File: src/sv/cwrd_pkg.sv
`timescale 1ns / 1ps
// ----------------------------------------------------------------------------
// CRC-8 word deframer package
// Shared types, constants and the CRC-8 byte update (poly 0x31, MSB first).
// ----------------------------------------------------------------------------
package cwrd_pkg;

   // CRC-8 polynomial and seed value
   localparam logic [7:0] CRC_POLY = 8'h31;
   localparam logic [7:0] CRC_INIT = 8'hFF;

   // Reset value of the words-per-response register
   localparam logic [2:0] RESPONSE_WORDS_RESET = 3'd3;

   // Byte position within one word
   typedef enum logic [1:0] {
      PHASE_HIGH = 2'd0,
      PHASE_LOW  = 2'd1,
      PHASE_CRC  = 2'd2
   } phase_type;

   // Fold one byte into the CRC, MSB first
   function automatic logic [7:0] crc8_feed(input logic [7:0] crc, input logic [7:0] data);
      logic [7:0] v;
      v = crc ^ data;
      for (int k = 0; k < 8; k++) begin
         if (v[7]) begin
            v = {v[6:0], 1'b0} ^ CRC_POLY;
         end else begin
            v = {v[6:0], 1'b0};
         end
      end
      return v;
   endfunction

endpackage

File: src/sv/cwrd_channels.sv
`timescale 1ns / 1ps
// ----------------------------------------------------------------------------
// CRC-8 word deframer channels
// Valid/ready channels for received bytes, rebuilt words and the register.
// ----------------------------------------------------------------------------

// Received byte stream
interface cwrd_req_if;
   logic       valid;
   logic       ready;
   logic [7:0] rx_byte;
   logic       start_of_response;

   modport source (output valid, output rx_byte, output start_of_response, input ready);
   modport sink   (input valid, input rx_byte, input start_of_response, output ready);
endinterface

// Rebuilt words with CRC status
interface cwrd_rsp_if;
   logic        valid;
   logic        ready;
   logic [15:0] word_value;
   logic        crc_ok;
   logic        response_ok;
   logic        last_word;

   modport source (output valid, output word_value, output crc_ok, output response_ok,
                   output last_word, input ready);
   modport sink   (input valid, input word_value, input crc_ok, input response_ok,
                   input last_word, output ready);
endinterface

// Words-per-response register write
interface cwrd_csr_if;
   logic       valid;
   logic       ready;
   logic [2:0] response_words;

   modport source (output valid, output response_words, input ready);
   modport sink   (input valid, input response_words, output ready);
endinterface

File: src/sv/crc8_word_response_deframer_unit.sv
`timescale 1ns / 1ps
// ----------------------------------------------------------------------------
// CRC-8 word response deframer
// Rebuilds 16-bit words from high, low and CRC bytes and checks each CRC.
// ----------------------------------------------------------------------------
// Takes one received byte per cycle and returns one word after every third
// byte of a word (high, low, CRC-8 with poly 0x31 and seed 0xFF). The result
// appears in the output register in the cycle after the CRC byte transfer; a
// byte is taken in every cycle as long as the output register is empty or
// being drained, so the rate is one byte per cycle, set by the single
// register stage that holds the framing state. A start flag drops any
// partial word and begins a new response. The csr write sets the words per
// response (0 acts as 1, values above MAX_WORDS act as MAX_WORDS) and is
// always accepted.
module crc8_word_response_deframer_unit #(
   parameter int MAX_WORDS = 4
) (
   input  logic        clock,
   input  logic        reset,
   cwrd_req_if.sink    req_chan,
   cwrd_rsp_if.source  rsp_chan,
   cwrd_csr_if.sink    csr_chan
);

   localparam int CNT_W = $clog2(MAX_WORDS + 1);
   localparam int CMP_W = ((CNT_W > 3) ? CNT_W : 3) + 1;
   localparam logic [CMP_W-1:0] MAX_WORDS_CMP = CMP_W'(MAX_WORDS);

   // framing state
   cwrd_pkg::phase_type phase_ff, phase_in;
   logic [7:0]          crc_ff, crc_in;
   logic [7:0]          high_ff, high_in;
   logic [7:0]          low_ff, low_in;
   logic [CNT_W-1:0]    count_ff, count_in;
   logic                good_ff, good_in;
   logic [2:0]          response_words_ff;

   // result register
   logic        rsp_valid_ff, rsp_valid_in;
   logic [15:0] word_ff, word_in;
   logic        crc_ok_ff, crc_ok_in;
   logic        resp_ok_ff, resp_ok_in;
   logic        last_ff, last_in;

   logic                accept;
   logic                emit;
   cwrd_pkg::phase_type phase_eff;
   logic [7:0]          crc_eff;
   logic [CNT_W-1:0]    count_eff;
   logic                good_eff;
   logic [CMP_W-1:0]    words_exp;
   logic                ok;
   logic                last;

   // take a byte while the result register is free or draining
   assign req_chan.ready = !rsp_valid_ff || rsp_chan.ready;
   assign accept         = req_chan.valid && req_chan.ready;
   assign csr_chan.ready = 1'b1;

   // clamp the configured word count to 1..MAX_WORDS
   always_comb begin
      words_exp = CMP_W'(response_words_ff);
      if (words_exp == '0) begin
         words_exp = CMP_W'(1);
      end
      if (words_exp > MAX_WORDS_CMP) begin
         words_exp = MAX_WORDS_CMP;
      end
   end

   // apply the start flag before decoding the byte position
   always_comb begin
      if (req_chan.start_of_response) begin
         phase_eff = cwrd_pkg::PHASE_HIGH;
         crc_eff   = cwrd_pkg::CRC_INIT;
         count_eff = '0;
         good_eff  = 1'b1;
      end else begin
         phase_eff = phase_ff;
         crc_eff   = crc_ff;
         count_eff = count_ff;
         good_eff  = good_ff;
      end
   end

   // next framing state and result
   always_comb begin
      phase_in  = phase_ff;
      crc_in    = crc_ff;
      high_in   = high_ff;
      low_in    = low_ff;
      count_in  = count_ff;
      good_in   = good_ff;
      emit      = 1'b0;
      ok        = (crc_eff == req_chan.rx_byte);
      last      = (CMP_W'(count_eff) + CMP_W'(1)) >= words_exp;
      if (accept) begin
         count_in = count_eff;
         good_in  = good_eff;
         unique case (phase_eff)
            cwrd_pkg::PHASE_LOW: begin
               low_in   = req_chan.rx_byte;
               crc_in   = cwrd_pkg::crc8_feed(crc_eff, req_chan.rx_byte);
               phase_in = cwrd_pkg::PHASE_CRC;
            end
            cwrd_pkg::PHASE_CRC: begin
               emit     = 1'b1;
               crc_in   = cwrd_pkg::CRC_INIT;
               phase_in = cwrd_pkg::PHASE_HIGH;
               if (last) begin
                  count_in = '0;
                  good_in  = 1'b1;
               end else begin
                  count_in = count_eff + CNT_W'(1);
                  good_in  = good_eff && ok;
               end
            end
            default: begin
               high_in  = req_chan.rx_byte;
               crc_in   = cwrd_pkg::crc8_feed(cwrd_pkg::CRC_INIT, req_chan.rx_byte);
               phase_in = cwrd_pkg::PHASE_LOW;
            end
         endcase
      end
   end

   // load the result register on a word, drop it once transferred
   always_comb begin
      rsp_valid_in = rsp_valid_ff && !rsp_chan.ready;
      word_in      = word_ff;
      crc_ok_in    = crc_ok_ff;
      resp_ok_in   = resp_ok_ff;
      last_in      = last_ff;
      if (emit) begin
         rsp_valid_in = 1'b1;
         word_in      = {high_ff, low_ff};
         crc_ok_in    = ok;
         resp_ok_in   = good_eff && ok;
         last_in      = last;
      end
   end

   // control registers
   always_ff @(posedge clock) begin
      if (reset) begin
         phase_ff          <= cwrd_pkg::PHASE_HIGH;
         crc_ff            <= cwrd_pkg::CRC_INIT;
         count_ff          <= '0;
         good_ff           <= 1'b1;
         rsp_valid_ff      <= 1'b0;
         response_words_ff <= cwrd_pkg::RESPONSE_WORDS_RESET;
      end else begin
         phase_ff     <= phase_in;
         crc_ff       <= crc_in;
         count_ff     <= count_in;
         good_ff      <= good_in;
         rsp_valid_ff <= rsp_valid_in;
         if (csr_chan.valid) begin
            response_words_ff <= csr_chan.response_words;
         end
      end
   end

   // payload registers
   always_ff @(posedge clock) begin
      high_ff    <= high_in;
      low_ff     <= low_in;
      word_ff    <= word_in;
      crc_ok_ff  <= crc_ok_in;
      resp_ok_ff <= resp_ok_in;
      last_ff    <= last_in;
   end

   // drive the result channel
   assign rsp_chan.valid       = rsp_valid_ff;
   assign rsp_chan.word_value  = word_ff;
   assign rsp_chan.crc_ok      = crc_ok_ff;
   assign rsp_chan.response_ok = resp_ok_ff;
   assign rsp_chan.last_word   = last_ff;

endmodule

File: src/flat_wrapper.sv
// flat-port wrapper written by rule: the top's interface ports become plain ports
module crc8_word_response_deframer_unit_flat 
#(
   parameter int MAX_WORDS = 4
)
  (clock, reset, req_chan_valid, req_chan_rx_byte, req_chan_start_of_response, req_chan_ready, rsp_chan_valid, rsp_chan_word_value, rsp_chan_crc_ok, rsp_chan_response_ok, rsp_chan_last_word, rsp_chan_ready, csr_chan_valid, csr_chan_response_words, csr_chan_ready);
  cwrd_req_if req_chan_i ();
  cwrd_rsp_if rsp_chan_i ();
  cwrd_csr_if csr_chan_i ();
  input  logic clock;
  input  logic reset;
  input wire logic [$bits(req_chan_i.valid)-1:0] req_chan_valid;
  input wire logic [$bits(req_chan_i.rx_byte)-1:0] req_chan_rx_byte;
  input wire logic [$bits(req_chan_i.start_of_response)-1:0] req_chan_start_of_response;
  output wire logic [$bits(req_chan_i.ready)-1:0] req_chan_ready;
  output wire logic [$bits(rsp_chan_i.valid)-1:0] rsp_chan_valid;
  output wire logic [$bits(rsp_chan_i.word_value)-1:0] rsp_chan_word_value;
  output wire logic [$bits(rsp_chan_i.crc_ok)-1:0] rsp_chan_crc_ok;
  output wire logic [$bits(rsp_chan_i.response_ok)-1:0] rsp_chan_response_ok;
  output wire logic [$bits(rsp_chan_i.last_word)-1:0] rsp_chan_last_word;
  input wire logic [$bits(rsp_chan_i.ready)-1:0] rsp_chan_ready;
  input wire logic [$bits(csr_chan_i.valid)-1:0] csr_chan_valid;
  input wire logic [$bits(csr_chan_i.response_words)-1:0] csr_chan_response_words;
  output wire logic [$bits(csr_chan_i.ready)-1:0] csr_chan_ready;
  assign req_chan_i.valid = req_chan_valid;
  assign req_chan_i.rx_byte = req_chan_rx_byte;
  assign req_chan_i.start_of_response = req_chan_start_of_response;
  assign req_chan_ready = req_chan_i.ready;
  assign rsp_chan_valid = rsp_chan_i.valid;
  assign rsp_chan_word_value = rsp_chan_i.word_value;
  assign rsp_chan_crc_ok = rsp_chan_i.crc_ok;
  assign rsp_chan_response_ok = rsp_chan_i.response_ok;
  assign rsp_chan_last_word = rsp_chan_i.last_word;
  assign rsp_chan_i.ready = rsp_chan_ready;
  assign csr_chan_i.valid = csr_chan_valid;
  assign csr_chan_i.response_words = csr_chan_response_words;
  assign csr_chan_ready = csr_chan_i.ready;
  crc8_word_response_deframer_unit #(.MAX_WORDS(MAX_WORDS)) u_core (.clock(clock), .reset(reset), .req_chan(req_chan_i), .rsp_chan(rsp_chan_i), .csr_chan(csr_chan_i));
endmodule
File: config.mk
export PLATFORM = sky130hd
export DESIGN_NAME = crc8_word_response_deframer_unit_flat
export DESIGN_NICKNAME = d
export VERILOG_FILES = /design/src/sv/cwrd_pkg.sv /design/src/sv/cwrd_channels.sv /design/src/sv/crc8_word_response_deframer_unit.sv /design/src/flat_wrapper.sv
export SDC_FILE = /design/constraint.sdc
export NUM_CORES = 1
export LEC_CHECK = 0
export BUFFER_PORTS_ARGS = -buffer_cell sky130_fd_sc_hd__buf_2
export CAP_MARGIN = 10
export CORE_MARGIN = 3
export CORE_UTILIZATION = 39
export DETAILED_ROUTE_END_ITERATION = 6
export PLACE_DENSITY = 0.55
export SLEW_MARGIN = 0
export SYNTH_ARGS = -nofsm -noshare
export SYNTH_HDL_FRONTEND = slang
export SYNTH_SLANG_ARGS = --single-unit
File: constraint.sdc
create_clock -name clock -period 4.9 [get_ports clock]
set_input_delay 0.245 -clock clock [delete_from_list [all_inputs] [get_ports clock]]
set_output_delay 0.245 -clock clock [all_outputs]
set_load 0.01 [all_outputs]
==> metrics, run 1 <==
Residual DRC 0; Post-Syn Instances 251; Async S/R FF share, synth 0; Die W 89.7 µm; max-slew violations 0; Crit Path Category flip-flop to flip-flop; Vias/cell 4.95; Cell Area, Placed 2940 µm²; Max Cap Violations 0; post-route ant nets 0; arrival time at the worst endpoint 2.51 ns; pwr dens 305 nW/µm²; RSZ-0062 raised after global routing no; core region area 6570 µm²; Hold Path Origin csr_chan_response_words[0]; clk slew on worst S/H paths 0.09 ns; peak supply drop 0.136 mV; Post-Syn Area per Cell 10.9 µm²; largest net degree at the start of global routing 33; GR peak layer met1; Fillers 635; crit path max fanout 5; Synth top cells by count edfxtp_1, nand2_1, a21oi_1; HPWL after DPL 3730 µm; Inst Count DP 362; GRT Resource Usage Total 0.134; Worst Reg2Reg Path Length in Cells 7; Synth area leaders edfxtp_1, dfxtp_1, xnor2_1; Critical Path Source Type flip-flop; Post-Syn Nets 274; vias in the first global route 1705; Worst Setup SP u_core.count_ff[0]; CP Capture Type flip-flop; met2 Usage GRT 0.195; Slew headroom 0.519; area delta synth->final 10.6%; Fin. Hold Viols 0; Synth Flop Type edfxtp_1; leakage 1.22 nW; synth warn 0; CTS Buf Count 5; Synth Register Bits 53; sequential area share after synthesis 0.516; fin area 3020 µm²; setup bufs post-CTS 0; final net count 299; post-layout util 0.460; fin crit share 0.472; fraction of layout cells with a size suffix above 1 0.177; Synth top area share 0.385; Hold Path Depth 3; Root Buffer clkbuf_8; run status complete, no violations; Synth cell types 40; M1 GR Usage 0.202; first drt pass iteration count 4; Hold Path Class input port to flip-flop; CP required 5.10 ns; FMAX 433 MHz; Global Route met3 Usage 0.0259; cts repair resizes 0; Worst Skew 0.00805 ns; Final TNS setup 0 ns; Final min period 2.31 ns; Starting DRT DRC Count 110; RR Startpoint u_core.count_ff[0]; Yosys top cell by area edfxtp_1; clk buf depth 2; I/O pins 39; antenna cells 0; endpoints failing setup 0; GP Congestion 0.827; die height 89.7 µm; grt ovf 0; Post-synth EDFFs 35; initial antenna violation count 0; die area 8050 µm²; placement row count 29; htree depth 2; first-pass GRT wire length 8670 µm; WL per Instance 14.0 µm; worst-skew pair later-pin latency 0.30 ns; CTS Hold Bufs 0; Total Wirelength 5170 µm; most numerous cell in the Yosys netlist edfxtp_1; mapped cell area 2730 µm²; final non-filler cell total 370; CTS tree yes; Initial Util 0.416; Least-Margin Pin Slew 0.721 ns; Vias 1830; clock sinks 53; I/O Buffers 37
critical path: stages (launching register included):
cell      delay, ns
dfxtp_1        0.42
nor2b_1        0.21
ha_1           0.28
ha_1           0.29
a21o_1         0.16
a211oi_1       0.42
a21oi_1        0.13
o32a_1         0.29
power breakdown:
group / switching, mW / leakage, nW / internal (mW) / total [mW]
clock network: 0.139 / 0.0374 / 0.101 / 0.240
logic: 0.0854 / 0.707 / 0.0900 / 0.175
registers: 0.0150 / 0.474 / 0.492 / 0.507
through the flow:
stage,total power [mW],worst slack (ns),hold WS (ns)
2_1_floorplan,0.660,2.48,0.344
3_3_place_gp,0.692,2.31,0.403
3_5_place_dp,0.693,2.28,0.405
4_1_cts,0.936,2.58,0.151
5_1_grt,0.975,2.42,0.158
6_report,0.923,2.59,0.157
cell type report:
| class | instances | area (µm²) | area share |
|---|---|---|---|
| Multi-Input combinational cell | 168 | 1180 | 0.391 |
| Timing Repair Buffer | 37 | 185 | 0.0613 |
| Clock buffer | 6 | 72.6 | 0.0240 |
| Inverter | 11 | 41.3 | 0.0137 |
| Tap cell | 93 | 116 | 0.0385 |
| Sequential cell | 53 | 1410 | 0.467 |
| Clock inverter | 2 | 15.0 | 0.00497 |
final timing paths:
kind | slack [ns] | to
hold reg to reg | 0.42 | u_core.rsp_chan.word_value[7]
hold / removal | 0.16 | u_core.response_words_ff[0]
setup / recovery | 2.59 | u_core.good_ff
setup reg to reg | 2.59 | u_core.good_ff
registers in the layout, indices dropped and copies added (netlist names):
| register | flops |
|---|---|
| u_core.rsp_chan.word_value | 16 |
| u_core.rsp_chan.crc_ok | 1 |
| u_core.crc_ff | 8 |
| u_core.low_ff | 8 |
| u_core.count_ff | 3 |
| u_core.good_ff | 1 |
| u_core.rsp_chan.response_ok | 1 |
| u_core.high_ff | 8 |
| u_core.rsp_chan.valid | 1 |
| u_core.phase_ff | 2 |
| u_core.rsp_chan.last_word | 1 |
| u_core.response_words_ff | 3 |
metal layers:
layer	wire [µm]	vias to the layer above
met4	43	0
li1	-	940
met2	2180	45
met5	0	-
met1	2680	841
met3	272	4
cells in the final DEF, fill, tap and decap left out, drive strengths merged, types with 5 or more instances in the layout:
cell type,synthesis,layout
buf,11,37
clkbuf,8,6
nor2,15,15
xnor3,7,7
xnor2,22,22
o21a,7,7
a32oi,5,5
nand2,29,29
nor3,12,12
inv,11,11
a21oi,21,21
o21ai,14,14
edfxtp,35,35
dfxtp,18,18
ha,6,6
cell families (layout without fill, tap and decap cells):
logic type      count (synthesis)  after routing  share of synthesized area
simple gates                   67             67                      0.109
compound gates                 61             61                      0.139
flops                          53             53                      0.516
xor+xnor                       31             31                      0.148
buf+inv                        30             56                     0.0513
fa+ha+maj                       6              6                     0.0275
mux                             2              2                    0.00733
other cells                     1              1                    0.00137
Note: power is estimated with default switching activity, not from simulation.
==> run 2, diff against run 1 <==
--- a/config.mk
+++ b/config.mk
@@ -10,7 +10,7 @@
 export CORE_MARGIN = 3
 export CORE_UTILIZATION = 39
 export DETAILED_ROUTE_END_ITERATION = 6
-export PLACE_DENSITY = 0.55
+export PLACE_DENSITY = 0.57
 export SLEW_MARGIN = 0
 export SYNTH_ARGS = -nofsm -noshare
 export SYNTH_HDL_FRONTEND = slang
==> constraint.sdc (replaced) <==
create_clock -name clock -period 1.9 [get_ports clock]
set_input_delay 0.095 -clock clock [delete_from_list [all_inputs] [get_ports clock]]
set_output_delay 0.095 -clock clock [all_outputs]
set_load 0.01 [all_outputs]
==> run 2 against run 1 <==
Compared with the run above:
- via count increased by 1.5%
- setup slack got worse by 2.5 ns
- design area increased by 7.3%
- combinational power increased to 2.7 times the previous value
- fmax increased by 26%
- die area unchanged
- clock-buffer cell count unchanged
- critical path type unchanged
- critical endpoint unchanged
==> metrics, run 2 (synthesis gave the netlist of run 1 again) <==
grt ovf 0 (unchanged); setup bufs post-CTS 0 (unchanged); leakage 1.30 nW (+6.9%); initial antenna violation count 0 (unchanged); WL per Instance 13.6 µm (-2.6%); RSZ-0062 raised after global routing yes; die height 89.7 µm (unchanged); Hold Path Depth 3 (unchanged); arrival time at the worst endpoint 2.02 ns (-0.49 ns); I/O Buffers 37 (unchanged); Largest register FFs 16 (unchanged); crit path max fanout 2 (-3); HPWL after DPL 3910 µm (+4.7%); CP required 2.09 ns (-3.01 ns); I/O pins 39 (unchanged); vias in the first global route 1718 (+0.76%); fin crit share 0.964 (+0.493); clk slew on worst S/H paths 0.09 ns (about the same); area delta synth->final 18.7%; GRT Resource Usage Total 0.132 (-0.00131); worst hold slack 0.0185 ns (-0.139 ns); clk buf depth 2 (unchanged); Hold EP u_core.response_words_ff[0]; RR Startpoint u_core.count_ff[0]; FF-to-FF End u_core.good_ff; CTS tree yes; Fin. Hold Viols 0 (unchanged); Initial Util 0.416 (unchanged); endpoints failing setup 0 (unchanged); commonest cells after routing, fill and taps aside buf_2, edfxtp_1, nand2_1, a21oi_1, xnor2_1; post-route ant nets 0 (unchanged); first drt pass iteration count 4 (unchanged); Final min period 1.83 ns (-0.480 ns); final net count 312 (+4.3%); CP Capture Type flip-flop; Hold Path Class input port to flip-flop; Hold Path Origin csr_chan_response_words[0]; Max Cap Violations 0 (unchanged); core region area 6570 µm² (unchanged); run status complete, no violations; htree depth 2 (unchanged); Critical Path Source Type flip-flop; Starting DRT DRC Count 67 (-39%); Vias 1857 (+1.5%); antenna cells 0 (unchanged); met2 Usage GRT 0.203 (+0.00752); CTS Buf Count 5 (unchanged); worst-skew pair later-pin latency 0.30 ns (about the same); FMAX 546 MHz (+26%); max-slew violations 0 (unchanged); GR peak layer met2; largest net degree at the start of global routing 27 (-18%); M1 GR Usage 0.192 (-0.0107); placement row count 29 (unchanged); Residual DRC 0 (unchanged); Total Wirelength 5220 µm (+0.85%); clock sinks 53 (unchanged); peak supply drop 0.316 mV (+130%); Crit Path Category flip-flop to flip-flop; reg2reg setup slack 0.07 ns (-2.52 ns); Slew headroom 0.668 (+0.149); GP Congestion 0.780 (-5.6%); Global Route met3 Usage 0.0242 (-0.00167); Worst Skew 0.00845 ns (+0.000400 ns); commonest non-fill, non-tap cell in the layout buf_2; pwr dens 778 nW/µm² (+160%); Vias/cell 4.85 (-2.0%); Worst Reg2Reg Path Length in Cells 7 (unchanged); first-pass GRT wire length 8610 µm (-0.71%); die area 8050 µm² (unchanged); Least-Margin Pin Slew 0.497 ns (-0.224 ns); fraction of layout cells with a size suffix above 1 0.245 (+0.0679); CTS Hold Bufs 0 (unchanged); Final TNS setup 0 ns (unchanged); Die W 89.7 µm (unchanged); Root Buffer clkbuf_8
## run 2: changes by cell type in the layout (fill, tap and decap cells not counted), sizes merged
| cell | previous run | this run |
|---|---|---|
| buf | 37 | 50 |
| clkinvlp | 2 | 0 |
| bufinv | 0 | 1 |
| clkinv | 0 | 1 |
## run 2: routing by layer
| metal | share of wire | wire length (µm) |
|---|---|---|
| met5 | 0 | 0 |
| met4 | 0.0079 | 41 |
| met3 | 0.052 | 271 |
| met2 | 0.44 | 2300 |
| met1 | 0.50 | 2610 |
## run 2: worst max path at each step
| stage | from | endpoint | slack, ns | cells past startpoint |
|---|---|---|---|---|
| 3_3_place_gp | u_core.count_ff[0] | u_core.good_ff | -0.01 | 7 |
| 4_1_cts | u_core.count_ff[0] | u_core.good_ff | 0.04 | 8 |
| 5_1_grt | u_core.count_ff[0] | u_core.good_ff | -0.02 | 7 |
| 6_report | u_core.count_ff[0] | u_core.good_ff | 0.07 | 7 |
| 3_5_place_dp | u_core.count_ff[0] | u_core.good_ff | -0.05 | 7 |
| 2_1_floorplan | u_core.count_ff[0] | u_core.good_ff | -0.04 | 7 |
## run 2: per-stage QoR
stage / instances / setup WS (ns) / utilization / total power [mW] / cell area [µm²]
after floorplan: 251 / -0.0441 / - / 1.71 / 2820
after global placement: 375 / -0.00953 / 0.474 / 1.80 / 3110
after detailed placement: 375 / -0.0500 / 0.474 / 1.81 / 3110
after CTS: 383 / 0.0363 / 0.492 / 2.56 / 3230
after global routing: 383 / -0.0210 / 0.494 / 2.65 / 3240
final: 383 / 0.0679 / 0.494 / 2.52 / 3240
## run 2: layout make-up
cell class,count,area (µm²)
Fill cell,583,3320
Clock inverter,2,38.8
Tap cell,93,116
Clock buffer,6,72.6
Timing Repair Buffer,50,295
Inverter,11,41.3
Multi-Input combinational cell,168,1270
Sequential cell,53,1410
## run 2: critical path, cell delays in order, from the launching register on
cell and delay (ns):
dfxtp_2 0.33, nor2b_4 0.13, ha_4 0.29, ha_4 0.19, a21o_1 0.19, a211oi_4 0.26
a21oi_2 0.07, o32a_1 0.28
## run 2: repair_timing
item / in CTS / in global routing
endpoints found under the setup margin: 1 / 1
resized for setup: 1 / 2
pin swaps: 4 / 5
## run 2: where the power goes
group | switching, mW | total, mW | internal [mW]
Sequential | 0.0390 | 1.31 | 1.27
Clock | 0.346 | 0.742 | 0.395
Combinational | 0.227 | 0.475 | 0.248
==> run 3, diff against run 2 <==
--- a/config.mk
+++ b/config.mk
@@ -10,7 +10,7 @@
 export CORE_MARGIN = 3
 export CORE_UTILIZATION = 39
 export DETAILED_ROUTE_END_ITERATION = 6
-export PLACE_DENSITY = 0.57
+export PLACE_DENSITY = 0.55
 export SLEW_MARGIN = 0
 export SYNTH_ARGS = -nofsm -noshare
 export SYNTH_HDL_FRONTEND = slang
==> constraint.sdc (replaced) <==
create_clock -name clock -period 2.3 [get_ports clock]
set_input_delay 0.115 -clock clock [delete_from_list [all_inputs] [get_ports clock]]
set_output_delay 0.115 -clock clock [all_outputs]
set_load 0.01 [all_outputs]
==> run 3 against run 2 <==
Compared with the run above:
- sequential share of layout area grew 2.4 points
- largest power group unchanged
- clock power shrank 31%
- total power shrank 22%
- fmax shrank 16%
- flip-flop and latch count is the same
- largest cell class unchanged
- design area shrank 5.4%
==> metrics, run 3 (synthesis gave the netlist of run 1 again) <==
run status complete, no violations; Residual DRC 0 (unchanged); Critical Path Slowest Stage Cell dfxtp_1; Root Buffer clkbuf_8; reg2reg setup slack 0.13 ns (+0.06 ns); I/O pins 39 (unchanged); CP Buf/Inv Count 0 (unchanged); Final min period 2.17 ns (+0.341 ns); Final TNS setup 0 ns (unchanged); commonest non-fill, non-tap cell in the layout buf_2; fin crit share 0.945 (-0.0195); Max Cap Violations 0 (unchanged); initial antenna violation count 0 (unchanged); CP Cell Sequence nor2b_1 -> ha_1 -> ha_1 -> a21o_1 -> a211oi_1 -> a21oi_1 -> o32a_1; peak supply drop 0.321 mV (+1.5%); Vias 1886 (+1.6%); leakage 1.25 nW (-4.1%); max-slew violations 0 (unchanged); first drt pass iteration count 4 (unchanged); Crit path max-delay family compound AO/OA/AOI/OAI gates; cts repair resizes 0 (-1); Slew headroom 0.630 (-0.0378); CTS tree yes; Least-Margin Pin Slew 0.554 ns (+0.0565 ns); die area 8050 µm² (unchanged); first-pass GRT wire length 8650 µm (+0.39%); Vias/cell 5.02 (+3.5%); CP max stage delay 0.40 ns (+0.07 ns); CTS Hold Bufs 0 (unchanged); Crit path top cell by count ha_1; GP Congestion 0.795 (+1.9%); CP required 2.50 ns (+0.41 ns); Critical Path Source Type flip-flop; clock sinks 53 (unchanged); Reg area 1410 µm² (about the same); core region area 6570 µm² (unchanged); Total Wirelength 5320 µm (+2.0%); worst hold slack 0.0339 ns (+0.0154 ns); RSZ-0062 raised after global routing no; vias in the first global route 1736 (+1.0%); Fillers 625 (+7.2%); pwr dens 644 nW/µm² (-17%); endpoints failing setup 0 (unchanged); crit path max fanout 5 (+3); clk slew on worst S/H paths 0.10 ns (about the same); Hold Path Class input port to flip-flop; CTS Buf Count 5 (unchanged); htree depth 2 (unchanged); die height 89.7 µm (unchanged); Starting DRT DRC Count 105 (+57%); setup bufs post-CTS 0 (unchanged); post-route ant nets 0 (unchanged); grt ovf 0 (unchanged); commonest cells after routing, fill and taps aside buf_2, edfxtp_1, nand2_1, a21oi_1, xnor2_1; FMAX 460 MHz (-16%); WL per Instance 14.1 µm (+3.9%); Largest register FFs 16 (unchanged); Initial Util 0.416 (unchanged); Fin. Hold Viols 0 (unchanged); HPWL after DPL 3760 µm (-3.7%); CP Capture Type flip-flop; GRT Resource Usage Total 0.135 (+0.00230); I/O Buffers 37 (unchanged); area of the multi-input gates 1180 µm² (-6.7%); worst-skew pair later-pin latency 0.30 ns (about the same); clk buf depth 2 (unchanged); Worst Skew 0.0146 ns (+0.00613 ns); arrival time at the worst endpoint 2.37 ns (+0.35 ns); largest net degree at the start of global routing 26 (-3.7%); antenna cells 0 (unchanged); Crit Path Category flip-flop to flip-flop; placement row count 29 (unchanged); area delta synth->final 12.3%; Die W 89.7 µm (unchanged); final net count 305 (-2.2%); fraction of layout cells with a size suffix above 1 0.194 (-0.0505)
-- run 3: metrics by stage --
| stage | setup slack (ns) | util | std cells | power, mW | instance area, µm² |
|---|---|---|---|---|---|
| 4_1_cts | 0.127 | 0.467 | 376 | 2.00 | 3070 |
| 5_1_grt | 0.0203 | 0.467 | 376 | 2.08 | 3070 |
| 2_1_floorplan | 0.00625 | - | 251 | 1.41 | 2730 |
| 3_3_place_gp | 0.218 | 0.454 | 368 | 1.48 | 2980 |
| 3_5_place_dp | 0.151 | 0.454 | 368 | 1.49 | 2980 |
| 6_report | 0.127 | 0.467 | 376 | 1.97 | 3070 |
-- run 3: power by group --
part	internal, mW	switching (mW)	total, mW
clock	0.215	0.296	0.511
sequential	1.05	0.0315	1.08
combinational	0.196	0.188	0.385
-- run 3: path summary, 6_finish.rpt --
path / startpoint / to / cells after the start
max: u_core.count_ff[0] / u_core.good_ff / 7
min: csr_chan_response_words[1] / u_core.response_words_ff[1] / 3
max reg2reg: u_core.count_ff[0] / u_core.good_ff / 7
min reg2reg: u_core.high_ff[7] / u_core.rsp_chan.word_value[15] / 0
-- run 3: final cells by class --
cell class,instances,share of cell area
Multi-Input combinational cell,168,0.385
Tap cell,93,0.0379
Sequential cell,53,0.460
Clock inverter,2,0.00489
Clock buffer,6,0.0237
Timing Repair Buffer,43,0.0750
Inverter,11,0.0135
-- run 3: routing by layer --
| layer | wire, µm | vias to the layer above | track usage |
|---|---|---|---|
| li1 | - | 948 | - |
| met4 | 72 | 0 | 0.0511 |
| met1 | 2600 | 882 | 0.181 |
| met3 | 213 | 5 | 0.0234 |
| met5 | 0 | - | 0 |
| met2 | 2430 | 51 | 0.217 |
-- run 3: worst register-to-register path: stages, from the launching register on --
cell,delay (ns)
dfxtp_1,0.40
nor2b_1,0.21
ha_1,0.28
ha_1,0.30
a21o_1,0.17
a211oi_1,0.31
a21oi_1,0.12
o32a_1,0.28
